## config.mk

```make
export PLATFORM = sky130hd
export DESIGN_NAME = duty_ramp_with_reversal_test_core
export DESIGN_NICKNAME = d
export VERILOG_FILES = /design/src/rtl/drrt_pkg.sv /design/src/rtl/drrt_csr.sv /design/src/rtl/drrt_step.sv /design/src/rtl/drrt_obuf.sv /design/src/rtl/duty_ramp_with_reversal_test_core.sv
export SDC_FILE = /design/constraint.sdc
export NUM_CORES = 1
export LEC_CHECK = 0
export BUFFER_PORTS_ARGS = -buffer_cell sky130_fd_sc_hd__clkbuf_2
export CAP_MARGIN = 10
export CORE_UTILIZATION = 50
export DETAILED_ROUTE_END_ITERATION = 6
export PLACE_DENSITY = 0.77
export REMOVE_ABC_BUFFERS = 1
export SLEW_MARGIN = 10
export SYNTH_ARGS = -nofsm -noshare
export SYNTH_HDL_FRONTEND = slang
export SYNTH_SLANG_ARGS = --single-unit
export TNS_END_PERCENT = 30
```

## constraint.sdc

```tcl
create_clock -name clock -period 6.1 [get_ports clock]
set_input_delay 0.305 -clock clock [delete_from_list [all_inputs] [get_ports clock]]
set_output_delay 0.305 -clock clock [all_outputs]
set_load 0.02 [all_outputs]
```

## src/rtl/drrt_pkg.sv

```systemverilog
// Shared types and constants for the duty ramp and reversal test core.
package drrt_pkg;

   // Fixed field widths of the transfer payloads and registers.
   localparam int DUTY_BITS       = 16;
   localparam int STEP_BITS       = 16;
   localparam int INTERVAL_BITS   = 16;
   localparam int PERIOD_BITS     = 20;
   localparam int CSR_INDEX_WIDTH = 2;
   localparam int CSR_DATA_WIDTH  = 20;

   // Saturation limits of the elapsed counters.
   localparam logic [INTERVAL_BITS-1:0] UPDATE_MAX   = '1;
   localparam logic [PERIOD_BITS-1:0]   REVERSAL_MAX = '1;

   // Reset values of the configuration registers.
   localparam logic [STEP_BITS-1:0]     SLEW_LIMIT_RESET      = 16'd30;
   localparam logic [INTERVAL_BITS-1:0] UPDATE_INTERVAL_RESET = 16'd20;
   localparam logic [PERIOD_BITS-1:0]   REVERSAL_PERIOD_RESET = 20'd5000;

   // Configuration register indexes.
   typedef enum logic [CSR_INDEX_WIDTH-1:0] {
      CSR_SLEW_LIMIT      = 2'd0,
      CSR_UPDATE_INTERVAL = 2'd1,
      CSR_REVERSAL_PERIOD = 2'd2
   } csr_index_type;

   // Test sequencer phases.
   typedef enum logic [1:0] {
      PHASE_RUN  = 2'd0,
      PHASE_DOWN = 2'd1,
      PHASE_TURN = 2'd2
   } phase_type;

   // Input item.
   typedef struct packed {
      logic                 load_command;
      logic [DUTY_BITS-1:0] commanded_duty;
      logic                 commanded_dir;
      logic                 test_on;
   } req_payload_type;

   // Result item.
   typedef struct packed {
      logic                 applied_strobe;
      logic [DUTY_BITS-1:0] applied_duty;
      logic                 applied_dir;
      logic [1:0]           phase_out;
   } rsp_payload_type;

   // Current configuration handed from the register block to the step logic.
   typedef struct packed {
      logic [STEP_BITS-1:0]     slew_limit;
      logic [INTERVAL_BITS-1:0] update_interval_ms;
      logic [PERIOD_BITS-1:0]   reversal_period_ms;
   } cfg_type;

endpackage

```

## src/rtl/drrt_csr.sv

```systemverilog
// Configuration registers of the duty ramp and reversal test core.
module drrt_csr (
   input  logic                                 clock,
   input  logic                                 reset,
   input  logic                                 csr_valid,
   output logic                                 csr_ready,
   input  logic [drrt_pkg::CSR_INDEX_WIDTH-1:0] csr_index,
   input  logic [drrt_pkg::CSR_DATA_WIDTH-1:0]  csr_data,
   output drrt_pkg::cfg_type                    cfg
);

   drrt_pkg::cfg_type cfg_ff;
   drrt_pkg::cfg_type cfg_in;
   logic              write_en;

   // Writes are always taken; an index beyond the register list is dropped.
   assign csr_ready = 1'b1;
   assign write_en  = csr_valid & csr_ready;

   // Decode the write into the addressed register.
   always_comb begin
      cfg_in = cfg_ff;
      if (write_en) begin
         unique case (csr_index)
            drrt_pkg::CSR_SLEW_LIMIT:
               cfg_in.slew_limit = csr_data[drrt_pkg::STEP_BITS-1:0];
            drrt_pkg::CSR_UPDATE_INTERVAL:
               cfg_in.update_interval_ms = csr_data[drrt_pkg::INTERVAL_BITS-1:0];
            drrt_pkg::CSR_REVERSAL_PERIOD:
               cfg_in.reversal_period_ms = csr_data[drrt_pkg::PERIOD_BITS-1:0];
            default: cfg_in = cfg_ff;
         endcase
      end
   end

   // Register file with reset defaults.
   always_ff @(posedge clock) begin
      if (reset) begin
         cfg_ff.slew_limit         <= drrt_pkg::SLEW_LIMIT_RESET;
         cfg_ff.update_interval_ms <= drrt_pkg::UPDATE_INTERVAL_RESET;
         cfg_ff.reversal_period_ms <= drrt_pkg::REVERSAL_PERIOD_RESET;
      end else begin
         cfg_ff <= cfg_in;
      end
   end

   assign cfg = cfg_ff;

endmodule

```

## src/rtl/drrt_step.sv

```systemverilog
// Per-tick state update: command load, reversal test sequencer and duty ramp.
module drrt_step #(
   parameter int DUTY_WIDTH = 16
) (
   input  logic                      clock,
   input  logic                      reset,
   input  logic                      accept,
   input  drrt_pkg::req_payload_type req_data,
   input  drrt_pkg::cfg_type         cfg,
   output drrt_pkg::rsp_payload_type rsp_data
);

   logic [DUTY_WIDTH-1:0]                cur_ff, cur_in;
   logic [DUTY_WIDTH-1:0]                goal_ff, goal_in;
   logic                                 sense_ff, sense_in;
   drrt_pkg::phase_type                  phase_ff, phase_in;
   logic [drrt_pkg::INTERVAL_BITS-1:0]   upd_ff, upd_in;
   logic [drrt_pkg::PERIOD_BITS-1:0]     rev_ff, rev_in;

   logic [drrt_pkg::INTERVAL_BITS-1:0]   upd_inc;
   logic [drrt_pkg::PERIOD_BITS-1:0]     rev_inc;
   logic [DUTY_WIDTH-1:0]                goal_load;
   logic                                 sense_load;
   logic                                 fire;
   logic [drrt_pkg::DUTY_BITS-1:0]       cur_wide;
   logic [drrt_pkg::DUTY_BITS-1:0]       goal_wide;
   logic [drrt_pkg::DUTY_BITS-1:0]       ramp_wide;

   // Elapsed counters advance once per tick and saturate.
   assign upd_inc = (upd_ff != drrt_pkg::UPDATE_MAX)
                    ? upd_ff + drrt_pkg::INTERVAL_BITS'(1) : upd_ff;
   assign rev_inc = (rev_ff != drrt_pkg::REVERSAL_MAX)
                    ? rev_ff + drrt_pkg::PERIOD_BITS'(1) : rev_ff;

   // A strobed command replaces the goal and the direction.
   assign goal_load  = req_data.load_command
                       ? req_data.commanded_duty[DUTY_WIDTH-1:0] : goal_ff;
   assign sense_load = req_data.load_command ? req_data.commanded_dir : sense_ff;

   // Sequencer next phase.
   always_comb begin
      phase_in = drrt_pkg::PHASE_RUN;
      if (req_data.test_on) begin
         unique case (phase_ff)
            drrt_pkg::PHASE_RUN:
               phase_in = (rev_inc >= cfg.reversal_period_ms)
                          ? drrt_pkg::PHASE_DOWN : drrt_pkg::PHASE_RUN;
            drrt_pkg::PHASE_DOWN:
               phase_in = (cur_ff == '0) ? drrt_pkg::PHASE_TURN : drrt_pkg::PHASE_DOWN;
            drrt_pkg::PHASE_TURN:
               phase_in = drrt_pkg::PHASE_RUN;
            default:
               phase_in = drrt_pkg::PHASE_RUN;
         endcase
      end
   end

   // Sequencer actions on goal, direction and reversal timer.
   always_comb begin
      goal_in  = goal_load;
      sense_in = sense_load;
      rev_in   = rev_inc;
      if (req_data.test_on) begin
         unique case (phase_ff)
            drrt_pkg::PHASE_DOWN: goal_in = '0;
            drrt_pkg::PHASE_TURN: begin
               sense_in = ~sense_load;
               rev_in   = '0;
            end
            default: goal_in = goal_load;
         endcase
      end
   end

   // Ramp update: move toward the goal by at most one step, or snap to it.
   assign fire      = (upd_inc >= cfg.update_interval_ms);
   assign cur_wide  = drrt_pkg::DUTY_BITS'(cur_ff);
   assign goal_wide = drrt_pkg::DUTY_BITS'(goal_in);

   always_comb begin
      ramp_wide = cur_wide;
      if (cur_wide < goal_wide) begin
         ramp_wide = ((goal_wide - cur_wide) > cfg.slew_limit)
                     ? cur_wide + cfg.slew_limit : goal_wide;
      end else if (cur_wide > goal_wide) begin
         ramp_wide = ((cur_wide - goal_wide) > cfg.slew_limit)
                     ? cur_wide - cfg.slew_limit : goal_wide;
      end
   end

   assign cur_in = fire ? DUTY_WIDTH'(ramp_wide) : cur_ff;
   assign upd_in = fire ? '0 : upd_inc;

   // Result of this tick, reported from the next state.
   always_comb begin
      rsp_data.applied_strobe = fire;
      rsp_data.applied_duty   = drrt_pkg::DUTY_BITS'(cur_in);
      rsp_data.applied_dir    = sense_in;
      rsp_data.phase_out      = phase_in;
   end

   // State registers advance once per accepted tick.
   always_ff @(posedge clock) begin
      if (reset) begin
         cur_ff   <= '0;
         goal_ff  <= '0;
         sense_ff <= 1'b0;
         phase_ff <= drrt_pkg::PHASE_RUN;
         upd_ff   <= '0;
         rev_ff   <= '0;
      end else if (accept) begin
         cur_ff   <= cur_in;
         goal_ff  <= goal_in;
         sense_ff <= sense_in;
         phase_ff <= phase_in;
         upd_ff   <= upd_in;
         rev_ff   <= rev_in;
      end
   end

   // Without an update the applied duty holds.
   assert property (@(posedge clock) disable iff (reset)
      (accept && !fire) |=> $stable(cur_ff))
      else $error("applied duty moved without a ramp update");

   // An update clears the update timer.
   assert property (@(posedge clock) disable iff (reset)
      (accept && fire) |=> (upd_ff == '0))
      else $error("update timer not cleared after a ramp update");

   // A direction change restarts the reversal timer and returns the sequencer to run.
   assert property (@(posedge clock) disable iff (reset)
      (accept && req_data.test_on && (phase_ff == drrt_pkg::PHASE_TURN))
      |=> ((rev_ff == '0) && (phase_ff == drrt_pkg::PHASE_RUN)))
      else $error("direction change did not restart the reversal timer");

endmodule

```

## src/rtl/drrt_obuf.sv

```systemverilog
// Result register with a skid stage between the step logic and the result channel.
module drrt_obuf (
   input  logic                      clock,
   input  logic                      reset,
   input  logic                      in_valid,
   input  drrt_pkg::rsp_payload_type in_data,
   output logic                      in_stall,
   output logic                      rsp_valid,
   input  logic                      rsp_stall,
   output drrt_pkg::rsp_payload_type rsp_data
);

   logic                      out_valid_ff, out_valid_in;
   drrt_pkg::rsp_payload_type out_data_ff, out_data_in;
   logic                      skid_valid_ff, skid_valid_in;
   drrt_pkg::rsp_payload_type skid_data_ff, skid_data_in;
   logic                      out_free;

   // The output slot can load when empty or when its transfer completes.
   assign out_free = ~out_valid_ff | ~rsp_stall;
   assign in_stall = skid_valid_ff;

   // Fill the output slot from the skid first, keeping result order.
   always_comb begin
      out_valid_in  = out_valid_ff;
      out_data_in   = out_data_ff;
      skid_valid_in = skid_valid_ff;
      skid_data_in  = skid_data_ff;
      if (out_free) begin
         if (skid_valid_ff) begin
            out_valid_in  = 1'b1;
            out_data_in   = skid_data_ff;
            skid_valid_in = in_valid;
            skid_data_in  = in_data;
         end else begin
            out_valid_in  = in_valid;
            out_data_in   = in_data;
         end
      end else if (in_valid) begin
         skid_valid_in = 1'b1;
         skid_data_in  = in_data;
      end
   end

   always_ff @(posedge clock) begin
      if (reset) begin
         out_valid_ff  <= 1'b0;
         skid_valid_ff <= 1'b0;
      end else begin
         out_valid_ff  <= out_valid_in;
         skid_valid_ff <= skid_valid_in;
      end
   end

   always_ff @(posedge clock) begin
      out_data_ff  <= out_data_in;
      skid_data_ff <= skid_data_in;
   end

   assign rsp_valid = out_valid_ff;
   assign rsp_data  = out_data_ff;

   // The skid only holds a result behind a waiting output result.
   assert property (@(posedge clock) disable iff (reset)
      skid_valid_ff |-> out_valid_ff)
      else $error("skid holds a result while the output slot is empty");

   // A stalled output result with no incoming transfer keeps the skid as is.
   assert property (@(posedge clock) disable iff (reset)
      (out_valid_ff && rsp_stall && !in_valid) |=> (skid_valid_ff == $past(skid_valid_ff)))
      else $error("skid occupancy changed during a full stall");

   // An incoming transfer is never accepted into a full buffer.
   assert property (@(posedge clock) disable iff (reset)
      (in_valid && out_valid_ff && rsp_stall) |-> !skid_valid_ff)
      else $error("result accepted while both slots are full");

endmodule

```

## src/rtl/duty_ramp_with_reversal_test_core.sv

```systemverilog
// Top level of the slew-limited duty drive with a direction reversal test.
//
//   Channel   Direction  Handshake             Payload
//   req_*     in         req_valid/req_stall   drrt_pkg::req_payload_type
//   rsp_*     out        rsp_valid/rsp_stall   drrt_pkg::rsp_payload_type
//   csr_*     in         csr_valid/csr_ready   csr_index, csr_data
//
// One tick is accepted per clock cycle while req_stall is low; its result is
// registered in the output slot, or in the skid while an output result waits.
// The output register plus a one-entry skid let the block keep accepting
// while a result waits; req_stall rises only once both are occupied.
// Synchronous reset clears all state and loads the register defaults.
// Configuration writes are taken at any cycle.
module duty_ramp_with_reversal_test_core #(
   parameter int DUTY_WIDTH = 16
) (
   input  logic                                 clock,
   input  logic                                 reset,
   input  logic                                 req_valid,
   output logic                                 req_stall,
   input  drrt_pkg::req_payload_type            req_data,
   output logic                                 rsp_valid,
   input  logic                                 rsp_stall,
   output drrt_pkg::rsp_payload_type            rsp_data,
   input  logic                                 csr_valid,
   output logic                                 csr_ready,
   input  logic [drrt_pkg::CSR_INDEX_WIDTH-1:0] csr_index,
   input  logic [drrt_pkg::CSR_DATA_WIDTH-1:0]  csr_data
);

   drrt_pkg::cfg_type         cfg;
   drrt_pkg::rsp_payload_type step_data;
   logic                      accept;

   // An input transfer completes when valid and not stalled.
   assign accept = req_valid & ~req_stall;

   drrt_csr u_csr (
      .clock     (clock),
      .reset     (reset),
      .csr_valid (csr_valid),
      .csr_ready (csr_ready),
      .csr_index (csr_index),
      .csr_data  (csr_data),
      .cfg       (cfg)
   );

   drrt_step #(
      .DUTY_WIDTH (DUTY_WIDTH)
   ) u_step (
      .clock    (clock),
      .reset    (reset),
      .accept   (accept),
      .req_data (req_data),
      .cfg      (cfg),
      .rsp_data (step_data)
   );

   drrt_obuf u_obuf (
      .clock     (clock),
      .reset     (reset),
      .in_valid  (accept),
      .in_data   (step_data),
      .in_stall  (req_stall),
      .rsp_valid (rsp_valid),
      .rsp_stall (rsp_stall),
      .rsp_data  (rsp_data)
   );

endmodule

```

# Yosys cells after proc, flatten, opt, wreduce, memory -nomap -nowiden
# Cells that the tools add are included.
[word_totals]
register_bits = 165
input_bits = 46
output_inout_bits = 23
word_cells = 80
[classes]
addsub = 6
n_lt_le_gt_ge = 6
eq_ne = 7
muxes = 28
n_bitwise = 6
reduce_logical = 8
[ops]
columns = ["op", "count"]
rows = [
  ["$mux W16", 10],
  ["$mux W20", 7],
  ["$gt A16 B16 Y1", 3],
  ["$sub A16 B16 Y16", 3],
  ["$add A20 B1 Y20 const B", 1],
  ["$ge A20 B20 Y1", 1],
  ["$ne A20 B20 Y1 const B", 1],
  ["$add A16 B1 Y16 const B", 1],
  ["$add A16 B16 Y16", 1],
  ["$ge A16 B16 Y1", 1],
  ["$logic_not A16 Y1", 1],
  ["$lt A16 B16 Y1", 1],
  ["$ne A16 B16 Y1 const B", 1],
  ["$mux W1", 8],
  ["$reduce_and A2 Y1", 4],
  ["$eq A2 B1 Y1 const B", 2],
  ["$eq A2 B2 Y1 const B", 2],
  ["$logic_not A2 Y1", 2],
  ["$mux W2", 2],
  ["$not A1 Y1", 4],
  ["$pmux W2 S2", 1],
  ["$ne A2 B1 Y1 const B", 1],
  ["$reduce_bool A2 Y1", 1],
  ["$and A1 B1 Y1", 1],
  ["$or A1 B1 Y1", 1],
]

# Logic depth before layout (Yosys ltp)
# Gate-level depths: netlist (run 1).
[depth]
depth_word = 11
ltp_mapped = 28
mapped_depth_nobuf = 24

# By module
# From an unflattened synthesis (run 1), not the netlist that was laid out.
[hier_totals]
cells_unflattened = 1542
hier_area_um2 = 12958.7
[by_module_without_submodules]
columns = ["mod", "instances", "cells_per_inst", "area_per_inst_um2", "seq_area_each_um2"]
rows = [
  ["drrt_step", 1, 1262, 9173.8, 1421.4],
  ["drrt_csr", 1, 207, 2158.3, 1041.0],
  ["drrt_obuf", 1, 72, 1612.8, 1241.2],
  ["duty_ramp_with_reversal_test_core", 1, 1, 13.8, 0.0],
]

# Worst setup path before layout (run 1)
# OpenSTA, ideal clock, no wires.
[synth_timing]
path_kind = "in2reg"
start = "input port req_data[18] (netlist name)"
end = "register u_obuf.out_data_ff, in the netlist u_obuf.rsp_data[9], data pin"
setup_time_ps = 260
t_arrival_ps = 4867
t_required_ps = 5840
setup_slack_ps = 973
path_stages = 25
n_path_buf = 3
cell_sequence = "buf_2 -> mux2_2 -> nand2_1 -> inv_1 -> ha_1 -> nor2b_1 -> o21ai_1 -> a21boi_0 -> o21ai_0 -> nand2b_1 -> a21o_1 -> a221oi_1 -> nand3_1 -> o311ai_0 -> ha_1 -> a21oi_1 -> nor2_1 -> a211oi_1 -> nand3_1 -> and2_1 -> buf_2 -> buf_2 -> o211ai_1 -> a31oi_2 -> mux2_2"
[synth_rtl]
columns = ["element", "line_no", "text"]
rows = [
  ["from (decl)", "duty_ramp_with_reversal_test_core.sv:21", "input drrt_pkg::req_payload_type req_data,"],
  ["to (signal assigned)", "drrt_obuf.sv:56", "out_data_ff <= out_data_in;"],
  ["to (decl)", "drrt_obuf.sv:14", "drrt_pkg::rsp_payload_type out_data_ff, out_data_in;"],
]

==> out/qor.yml, run 1 <==
status: "finished clean"
vias: 11300
p_total_w: 0.00289
slew_headroom_pct: 26.2
wire_per_inst_um: 18.7
gr-total-overflow: 0
syn_to_final_growth_pct: 8.53
async_reset_ff_share_pct: 0
swShare_pct: 31.5
track_usage_pct: 27.8
clockRootBuffer: "clkbuf_16"
dr.pass1.iters: 5
ant_nets: 0
ys_ff_latch: 165
cp-start-kind: "flip-flop"
power.switching_w: 0.000912
final_max_slew_viol_count: 0
worstPathMaxFanout: 30
ys_warn_count: 0
tritoncts: "done"
netlist_area_mm2: 0.0124
cts.sinks: 165
place_area_mm2: 0.0129
cts_made_buffers: 17
ir_drop_mv: 0.156
synth_edf_count: 40
drc: 0
h-tree-depth: 4
holdWs_ps: 118
cts_max_path_buffers: 2
dpl.hpwl_um: 27300
worst_pin_slew_ps: 1110
min_period_ps: 5690
fin_area_mm2: 0.0135
hold_viol: 0
clk-insertion-delay-late_ps: 430
diodes: 0
drv_cap: 0
drive_above_1_share_pct: 11.1
final_cells: 1898
max_clock_freq_ghz: 0.176
grt_pass1_vias: 10500
p_per_area_mw_per_mm2: 214
arrival_ps: 5870
die-area_mm2: 0.0255
port_buffers: 67
nNetsFinal: 1740
die_h_um: 160
yosysTopAreaCell: "dfxtp_1"
core_area_mm2: 0.0244
cts_hold_buf: 0
finalSetupViolations: 0
r2r_setup_slack_ps: 410
yosys-top-cells-area: "dfxtp_1, ha_1, edfxtp_1, a21oi_1, nand2_1"
synth_top_cell_area_share_pct: 20.1
antenna_found_initial: 0
finClkSkew_ps: 15.1
endpoint_kind: "flip-flop"
ioPinCount: 69
p_leak_nw: 5.52
crit_type: "reg2reg"
p_int_w: 0.00198
path_clk_slew_ps: 70
viasPerCell: 5.94
synth_ff_type: "dfxtp_1"
critPathRequiredTime_ps: 6270
clkPwrFrac_pct: 35.7
yosys.cell_types.count: 89
drt_wl_total_um: 35500
row_count: 57
min-delay-path-class: "in2reg"
yosysSeqAreaShare_pct: 29.8
pwr-share-comb_pct: 23.7
fin_setup_tns_ps: 0
grt_max_degree: 68
synth_cells: 1543
placed_cells: 1865
grt_pass1_wl_um: 55900
synth_top_cells_by_count: "nand2_1, nor2_1, a21oi_1, ha_1, dfxtp_1"
pwr-share-seq_pct: 40.6
place.gp.congestion: 1.04
die_w_um: 160
min_period_over_period_pct: 93.4
rsz0062_at_grt: "false"
drtIter0Drc: 992
yosysMostFrequentCell: "nand2_1"
syn_avg_cell_area_um2: 8.07
initial_core_util_pct: 51.0
[metrics by stage]
step,util [%],setup WS [ps]
2_1_floorplan,-,844
3_3_place_gp,53.0,584
5_1_grt,55.4,36.0
3_5_place_dp,53.0,483
6_report,55.4,406
4_1_cts,55.3,412
[kinds of logic (layout without fill, tap and decap cells)]
kind of cell	Yosys count	after routing	synth area share [%]
flops	165	165	29.8
buf+inv	185	216	6.22
other cells	1	1	0.0301
mux	41	41	3.53
fa+ha+maj	133	133	13.6
compound gates	394	394	21.2
simple gates	550	550	20.4
xor+xnor	74	74	5.21
[final timing paths]
check | from | to | depth (start not counted)
setup reg to reg | u_step.phase_ff[1]$_SDFFE_PP0P_ | u_obuf.rsp_data[8]$_DFFE_PN_ | 21
hold reg to reg | u_csr.cfg[6]$_SDFFE_PP0P_ | u_csr.cfg[6]$_SDFFE_PP0P_ | 2
setup / recovery | u_step.phase_ff[1]$_SDFFE_PP0P_ | u_obuf.rsp_data[8]$_DFFE_PN_ | 21
hold / removal | csr_data[17] | u_csr.cfg[17]$_SDFFE_PP0P_ | 3
[final cells by class]
type | count | area [um^2]
clock buffer | 20 | 437
clock inverter | 12 | 119
fill | 2293 | 10900
inverter | 99 | 372
multi-input combinational | 1193 | 7980
sequential | 165 | 3700
tap | 324 | 405
timing repair buffer | 85 | 485
[sequential cells by signal, summed over array words and instances, names as in the netlist]
name / count
u_csr.cfg: 52
u_step.rev_ff: 20
u_obuf.skid_data_ff: 20
u_step.upd_ff: 16
u_step.goal_ff: 16
u_step.cur_ff: 16
u_obuf.rsp_data: 20
u_step.sense_ff: 1
u_obuf.rsp_valid: 1
u_obuf.in_stall: 1
u_step.phase_ff: 2
[layer usage]
| layer | wire length, um | track usage, % | vias up |
|---|---|---|---|
| li1 | - | - | 5479 |
| met1 | 15400 | 36.3 | 5301 |
| met2 | 16800 | 46.4 | 431 |
| met3 | 2220 | 3.82 | 66 |
| met4 | 1100 | 10.2 | 0 |
| met5 | 0 | 0 | - |
[power by group through the flow]
stage / logic (W) / clock network, W / registers (W)
4_1_cts: 0.000678 / 0.00104 / 0.00117
5_1_grt: 0.000755 / 0.00109 / 0.00118
3_5_place_dp: 0.000673 / 0 / 0.00120
6_report: 0.000686 / 0.00103 / 0.00118
2_1_floorplan: 0.000452 / 0 / 0.00120
3_3_place_gp: 0.000665 / 0 / 0.00120
[what timing repair did]
item / 4_1_cts / 5_1_grt
setup endpoints to repair: 0 / 7
setup buffers: 0 / 1
resized for setup: 0 / 2
[worst max-delay path, stage by stage (launching register included)]
cell and delay [ps]:
dfxtp_1 410, and3b_2 350, nor2_1 260, inv_1 130, ha_1 430, a211o_1 300, o211ai_1 130, o2bb2ai_1 290
a21bo_2 300, a311oi_1 330, xnor2_1 120, ha_1 310, nand4_1 170, nor3_1 340, a21boi_1 230, o31a_1 210
buf_12 200, nor2_1 70, a211oi_1 220, a211o_1 180, a31oi_1 150, mux2_2 300
[cell usage in the layout, fill, tap and decap left out, drive strengths merged, types with 5 or more instances in the layout]
cell type  synthesis  routed
and2               6       6
o211ai             6       6
mux2              23      23
o21ai             55      55
nand3b             7       7
dfxtp            125     125
a311oi            15      15
inv               99     105
nor3              20      20
a21boi             6       6
a21oi            154     154
a31oi             13      13
o31ai              8       8
a211o             20      20
xor2              25      25
nand4             21      21
a211oi            20      20
clkbuf            48      86
mux2i             18      18
o21a              19      19
ha               129     129
or3                7       7
and4               5       5
a22oi             16      16
nand3             36      36
xnor2             49      49
nor2             172     172
nand2            197     197
buf               38      19
nor3b              5       5
a21o              18      18
edfxtp            40      40
a221oi             6       6
nor2b             23      23
nor4              13      13
nand2b            16      16
(Power assumes the default switching activity.)
==> run 2: changes to the inputs <==
--- a/config.mk
+++ b/config.mk
@@ -10,6 +10,7 @@
 export CORE_UTILIZATION = 50
 export DETAILED_ROUTE_END_ITERATION = 6
 export PLACE_DENSITY = 0.77
+export RECOVER_POWER = 25
 export REMOVE_ABC_BUFFERS = 1
 export SLEW_MARGIN = 10
 export SYNTH_ARGS = -nofsm -noshare
==> run 2 against run 1 <==
Final cell count unchanged. Register-to-register slack about the same. Via count up 0.34%. Largest power group unchanged. Setup slack worse by 32 ps. Design area down 0.30%. The run now ends with max-capacitance violations, max-slew violations left. Critical endpoint unchanged.
==> out/qor.yml, run 2 (synthesis gave the netlist of run 1 again) <==
fin_setup_tns_ps: 0  # unchanged
drv_cap: 2  # +2
p_total_w: 0.00289  # about the same
antenna_found_initial: 0  # unchanged
drt_wl_total_um: 35500  # about the same
cp-start-kind: "input port"
highest_layer: "met4"
gr-total-overflow: 0  # unchanged
wire_per_inst_um: 18.7  # about the same
place_area_mm2: 0.0129  # unchanged
dr.pass1.iters: 5  # unchanged
worst_pin_slew_ps: 3190  # +2080 ps
clk-insertion-delay-late_ps: 430  # about the same
hold_viol: 0  # unchanged
status: "finished with violations"
syn_to_final_growth_pct: 8.20
arrival_ps: 5900  # +30 ps
grt_pass1_wl_um: 55900  # unchanged
port_buffers: 67  # unchanged
diodes: 0  # unchanged
pwr-share-comb_pct: 23.6  # about the same
finalSetupViolations: 0  # unchanged
drc: 0  # unchanged
fin_area_mm2: 0.0135  # -0.30%
swShare_pct: 31.6  # +0.035 points
dr_wl_met3_um: 2120  # -4.5%
max_clock_freq_ghz: 0.175  # -0.55%
p_int_w: 0.00198  # -0.11%
nNetsFinal: 1740  # unchanged
min_period_ps: 5730  # +31.6 ps
fin_util_pct: 55.2  # -0.16 points
pwr-share-seq_pct: 40.6  # about the same
grt_pass1_vias: 10500  # unchanged
tritoncts: "done"
critPathRequiredTime_ps: 6270  # about the same
cts_made_buffers: 17  # unchanged
track_usage_pct: 27.8  # unchanged
drtIter0Drc: 945  # -4.7%
largest_register_ffs: 52  # unchanged
row_count: 57  # unchanged
dpl.hpwl_um: 27300  # unchanged
met2_length_um: 16900  # +0.38%
cts_hold_buf: 0  # unchanged
cts_max_path_buffers: 2  # unchanged
ant_nets: 0  # unchanged
rsz0062_at_grt: "false"
r2r_cells: 21  # unchanged
ir_drop_mv: 0.156  # +0.17%
fillCellCount: 2314  # +0.92%
crit_type: "in2reg"
path_clk_slew_ps: 70  # about the same
p_per_area_mw_per_mm2: 215  # +0.24%
initial_core_util_pct: 51.0  # unchanged
clockRootBuffer: "clkbuf_16"
place.gp.congestion: 1.04  # unchanged
viasPerCell: 5.96  # +0.34%
power.switching_w: 0.000913  # about the same
hold_path_depth: 3  # unchanged
p_leak_nw: 5.44  # -1.6%
grt_max_degree: 68  # unchanged
layout_common_cells: "nand2_1, nor2_1, a21oi_1, ha_1, dfxtp_1"
vias: 11300  # +0.34%
violations: "max-capacitance violations, max-slew violations"
worstPathMaxFanout: 30  # unchanged
drive_above_1_share_pct: 9.40  # -1.7 points
min-delay-path-class: "in2reg"
m1WireLength_um: 15500  # +0.52%
h-tree-depth: 4  # unchanged
endpoint_kind: "flip-flop"
die-area_mm2: 0.0255  # unchanged
slew_headroom_pct: -112  # -140 points
final_max_slew_viol_count: 130  # +130
final_common_cell: "nand2_1"
core_area_mm2: 0.0244  # unchanged
ioPinCount: 69  # unchanged
clkPwrFrac_pct: 35.7  # about the same
min_period_over_period_pct: 93.9  # +0.52 points
die_h_um: 160  # unchanged
finClkSkew_ps: 15.2  # +0.137 ps
cts.sinks: 165  # unchanged
die_w_um: 160  # unchanged
-- run 2: cell type report --
cell class | instances | area [um^2] | share of cell area, %
clock inverter | 12 | 119 | 0.883
inverter | 99 | 372 | 2.76
tap | 324 | 405 | 3.01
timing repair buffer | 85 | 445 | 3.31
multi-input combinational | 1193 | 7980 | 59.3
clock buffer | 20 | 437 | 3.24
sequential | 165 | 3700 | 27.5
-- run 2: routing by layer --
layer	global-route usage, %	vias up
met5	0	-
met4	10.2	0
met3	3.82	62
met2	46.4	416
met1	36.3	5348
li1	-	5489
-- run 2: critical path, cell delays in order --
cell and delay [ps]:
clkbuf_1 560, mux2_2 410, nand2_1 80, inv_1 70
ha_1 290, nor2b_1 140, o21a_1 180, o21ai_0 170
a21boi_0 130, o21ai_0 270, nand2_1 160, a21bo_2 260
a311oi_1 350, xnor2_1 120, ha_1 310, nand4_1 170
nor3_1 340, a21boi_1 240, o31a_1 210, buf_12 200
nor2_1 70, a211oi_1 220, a211o_1 180, a31oi_1 150
mux2_2 300
-- run 2: what timing repair did --
item                       in CTS  in global routing
resized for setup               0                  2
buffers inserted                0                  1
setup endpoints to repair       0                  7
hold endpoints to repair        0                  0
-- run 2: path summary, 6_finish.rpt --
path | start | to | slack (ps)
worst min register to register | u_csr.cfg[6]$_SDFFE_PP0P_ | u_csr.cfg[6]$_SDFFE_PP0P_ | 450
worst max register to register | u_step.phase_ff[1]$_SDFFE_PP0P_ | u_obuf.rsp_data[8]$_DFFE_PN_ | 400
worst min-delay path | csr_data[16] | u_csr.cfg[16]$_SDFFE_PP0P_ | 120
worst max-delay path | req_data[18] | u_obuf.rsp_data[8]$_DFFE_PN_ | 370
-- run 2: power by group through the flow --
stage / clock network [W] / logic (W) / registers, W
2_1_floorplan: 0 / 0.000452 / 0.00120
3_3_place_gp: 0 / 0.000665 / 0.00120
3_5_place_dp: 0 / 0.000673 / 0.00120
4_1_cts: 0.00104 / 0.000678 / 0.00117
5_1_grt: 0.00109 / 0.000753 / 0.00118
6_report: 0.00103 / 0.000683 / 0.00118
-- run 2: stage by stage --
stage	std cells	worst slack (ps)	hold slack [ps]
floorplan	1457	844	374
global placement	1865	584	439
detailed placement	1865	483	446
CTS	1897	412	97.8
global route	1898	30.2	124
finish	1898	374	115
==> run 3: changes to the inputs <==
--- a/config.mk
+++ b/config.mk
@@ -7,9 +7,9 @@
 export LEC_CHECK = 0
 export BUFFER_PORTS_ARGS = -buffer_cell sky130_fd_sc_hd__clkbuf_2
 export CAP_MARGIN = 10
-export CORE_UTILIZATION = 50
+export CORE_UTILIZATION = 39
 export DETAILED_ROUTE_END_ITERATION = 6
-export PLACE_DENSITY = 0.77
+export PLACE_DENSITY = 0.65
 export RECOVER_POWER = 25
 export REMOVE_ABC_BUFFERS = 1
 export SLEW_MARGIN = 10
==> run 3 against run 2 <==
Highest routed layer unchanged. The run still ends with max-capacitance violations, max-slew violations left. Clock power up 6%. Power up 2.5%. Sequential share of layout area down 0.33 points.
==> out/qor.yml, run 3 (synthesis gave the netlist of run 1 again) <==
status: "finished with violations"
violations: "max-capacitance violations, max-slew violations"
min-delay-path-class: "in2reg"
highest_layer: "met4"
vias: 11300  # +0.053%
crit_buf_inv: 2  # -1
met2_length_um: 17600  # +4.3%
antenna_found_initial: 0  # unchanged
die-area_mm2: 0.0326  # +28%
initial_core_util_pct: 39.5  # -11 points
p_leak_nw: 5.49  # +0.92%
path_clk_slew_ps: 70  # about the same
place.gp.congestion: 0.958  # -7.5%
slowest_delay_ps: 440  # -120 ps
drive_above_1_share_pct: 9.70  # +0.30 points
cts_made_buffers: 17  # unchanged
min_period_ps: 5770  # +40.9 ps
viasPerCell: 5.72  # -4.0%
row_count: 65  # +14%
final_max_slew_viol_count: 69  # -47%
critical-path-top-delay-family: "compound AO/OA/AOI/OAI gates"
max_clock_freq_ghz: 0.173  # -0.71%
p_total_w: 0.00296  # +2.5%
fin_setup_tns_ps: 0  # unchanged
slew_headroom_pct: -97.1  # +15 points
drv_cap: 1  # -1
final_common_cell: "nand2_1"
r2r_setup_slack_ps: 330  # -70 ps
min_period_over_period_pct: 94.5  # +0.67 points
track_usage_pct: 23.3  # -4.5 points
finClkSkew_ps: 16.2  # +0.971 ps
ir_drop_mv: 0.196  # +25%
grt_max_degree: 69  # +1.5%
ant_nets: 0  # unchanged
core_area_mm2: 0.0315  # +29%
fin_area_mm2: 0.0136  # +1.2%
dr_wl_met3_um: 1930  # -9.0%
dpl.hpwl_um: 28700  # +5.1%
port_buffers: 67  # unchanged
arrival_ps: 5950  # +50 ps
die_h_um: 181  # +13%
critPathRequiredTime_ps: 6290  # +20 ps
h-tree-depth: 4  # unchanged
cp_cell_sequence: "and3b_2, nor2_1, inv_1, ha_1, a211o_1, o211ai_1, o2bb2ai_2, a21bo_2, a311oi_1, xnor2_1, ha_1, nand4_1, nor3_1, a21boi_1, o31a_1, buf_6, mux2i_1, a211oi_1, a21oi_1, a21oi_1, mux2_2"
drt_wl_total_um: 37900  # +6.6%
clockRootBuffer: "clkbuf_16"
drtIter0Drc: 1022  # +8.1%
diodes: 0  # unchanged
m1WireLength_um: 17000  # +10%
ioPinCount: 69  # unchanged
grt_pass1_vias: 10900  # +4.3%
p_per_area_mw_per_mm2: 217  # +1.2%
layout_common_cells: "nand2_1, nor2_1, a21oi_1, ha_1, dfxtp_1"
clk-insertion-delay-late_ps: 440  # about the same
grt_pass1_wl_um: 59700  # +6.9%
die_w_um: 181  # +13%
largest_register_ffs: 52  # unchanged
dr.pass1.iters: 7  # +2
holdWs_ps: 119  # +3.77 ps
wire_per_inst_um: 19.1  # +2.3%
nNetsFinal: 1743  # +0.17%
worst_pin_slew_ps: 2960  # -230 ps
endpoint_kind: "flip-flop"
place_area_mm2: 0.0131  # +0.89%
cp_slowest_cell: "ha_1"
finalSetupViolations: 0  # unchanged
worstPathMaxFanout: 30  # unchanged
cts.sinks: 165  # unchanged
syn_to_final_growth_pct: 9.52
rsz0062_at_grt: "false"
cp-start-kind: "flip-flop"
hold_viol: 0  # unchanged
cts_max_path_buffers: 2  # unchanged
drc: 0  # unchanged
gr-total-overflow: 0  # unchanged
tritoncts: "done"
crit_type: "reg2reg"
run 3: cell types whose count changed in the layout (fill, tap and decap cells not counted), sizes merged:
cell,previous run,this run
clkinvlp,3,0
buf,16,20
clkbuf,89,94
clkinv,2,4
inv,105,100
run 3: final timing paths:
kind,from,to,cells after the start
max reg2reg,u_step.phase_ff[1]$_SDFFE_PP0P_,u_obuf.rsp_data[6]$_DFFE_PN_,21
min,csr_data[16],u_csr.cfg[16]$_SDFFE_PP0P_,3
max,u_step.phase_ff[1]$_SDFFE_PP0P_,u_obuf.rsp_data[6]$_DFFE_PN_,21
min reg2reg,u_step.goal_ff[13]$_SDFFE_PP0P_,u_step.goal_ff[13]$_SDFFE_PP0P_,2
run 3: tightest hold or removal path, delay by kind of cell:
family          cells  cell delay [ps]
buf+inv             1               80
compound gates      1               60
simple gates        1               70
run 3: what timing repair did:
action | CTS | global route
setup buffers | 0 | 0
setup endpoints to repair | 0 | 18
hold buffers | 0 | 0
resized for setup | 0 | 4
run 3: area by class of cell:
class | count | area [um^2]
Fill cell | 3162 | 17800
Multi-Input combinational cell | 1193 | 7990
Sequential cell | 165 | 3700
Clock buffer | 26 | 532
Tap cell | 402 | 503
Timing Repair Buffer | 88 | 464
Inverter | 99 | 372
Clock inverter | 6 | 62.6
run 3: metal layers:
layer  GRT usage [%]  vias up
met4            8.96        0
met5               0        -
met1            30.6     5387
li1                -     5492
met3            3.13       69
met2            38.5      373
run 3: metrics by stage:
step | setup WS [ps] | std cells | util, %
floorplan | 844 | 1457 | -
global placement | 440 | 1947 | 41.5
detailed placement | 216 | 1947 | 41.5
CTS | 187 | 1979 | 43.4
global route | 43.8 | 1979 | 43.3
finish | 333 | 1979 | 43.3
run 3: where the power goes:
part / switching [W] / internal, W
registers: 0.0000220 / 0.00115
logic: 0.000438 / 0.000262
clock network: 0.000445 / 0.000644
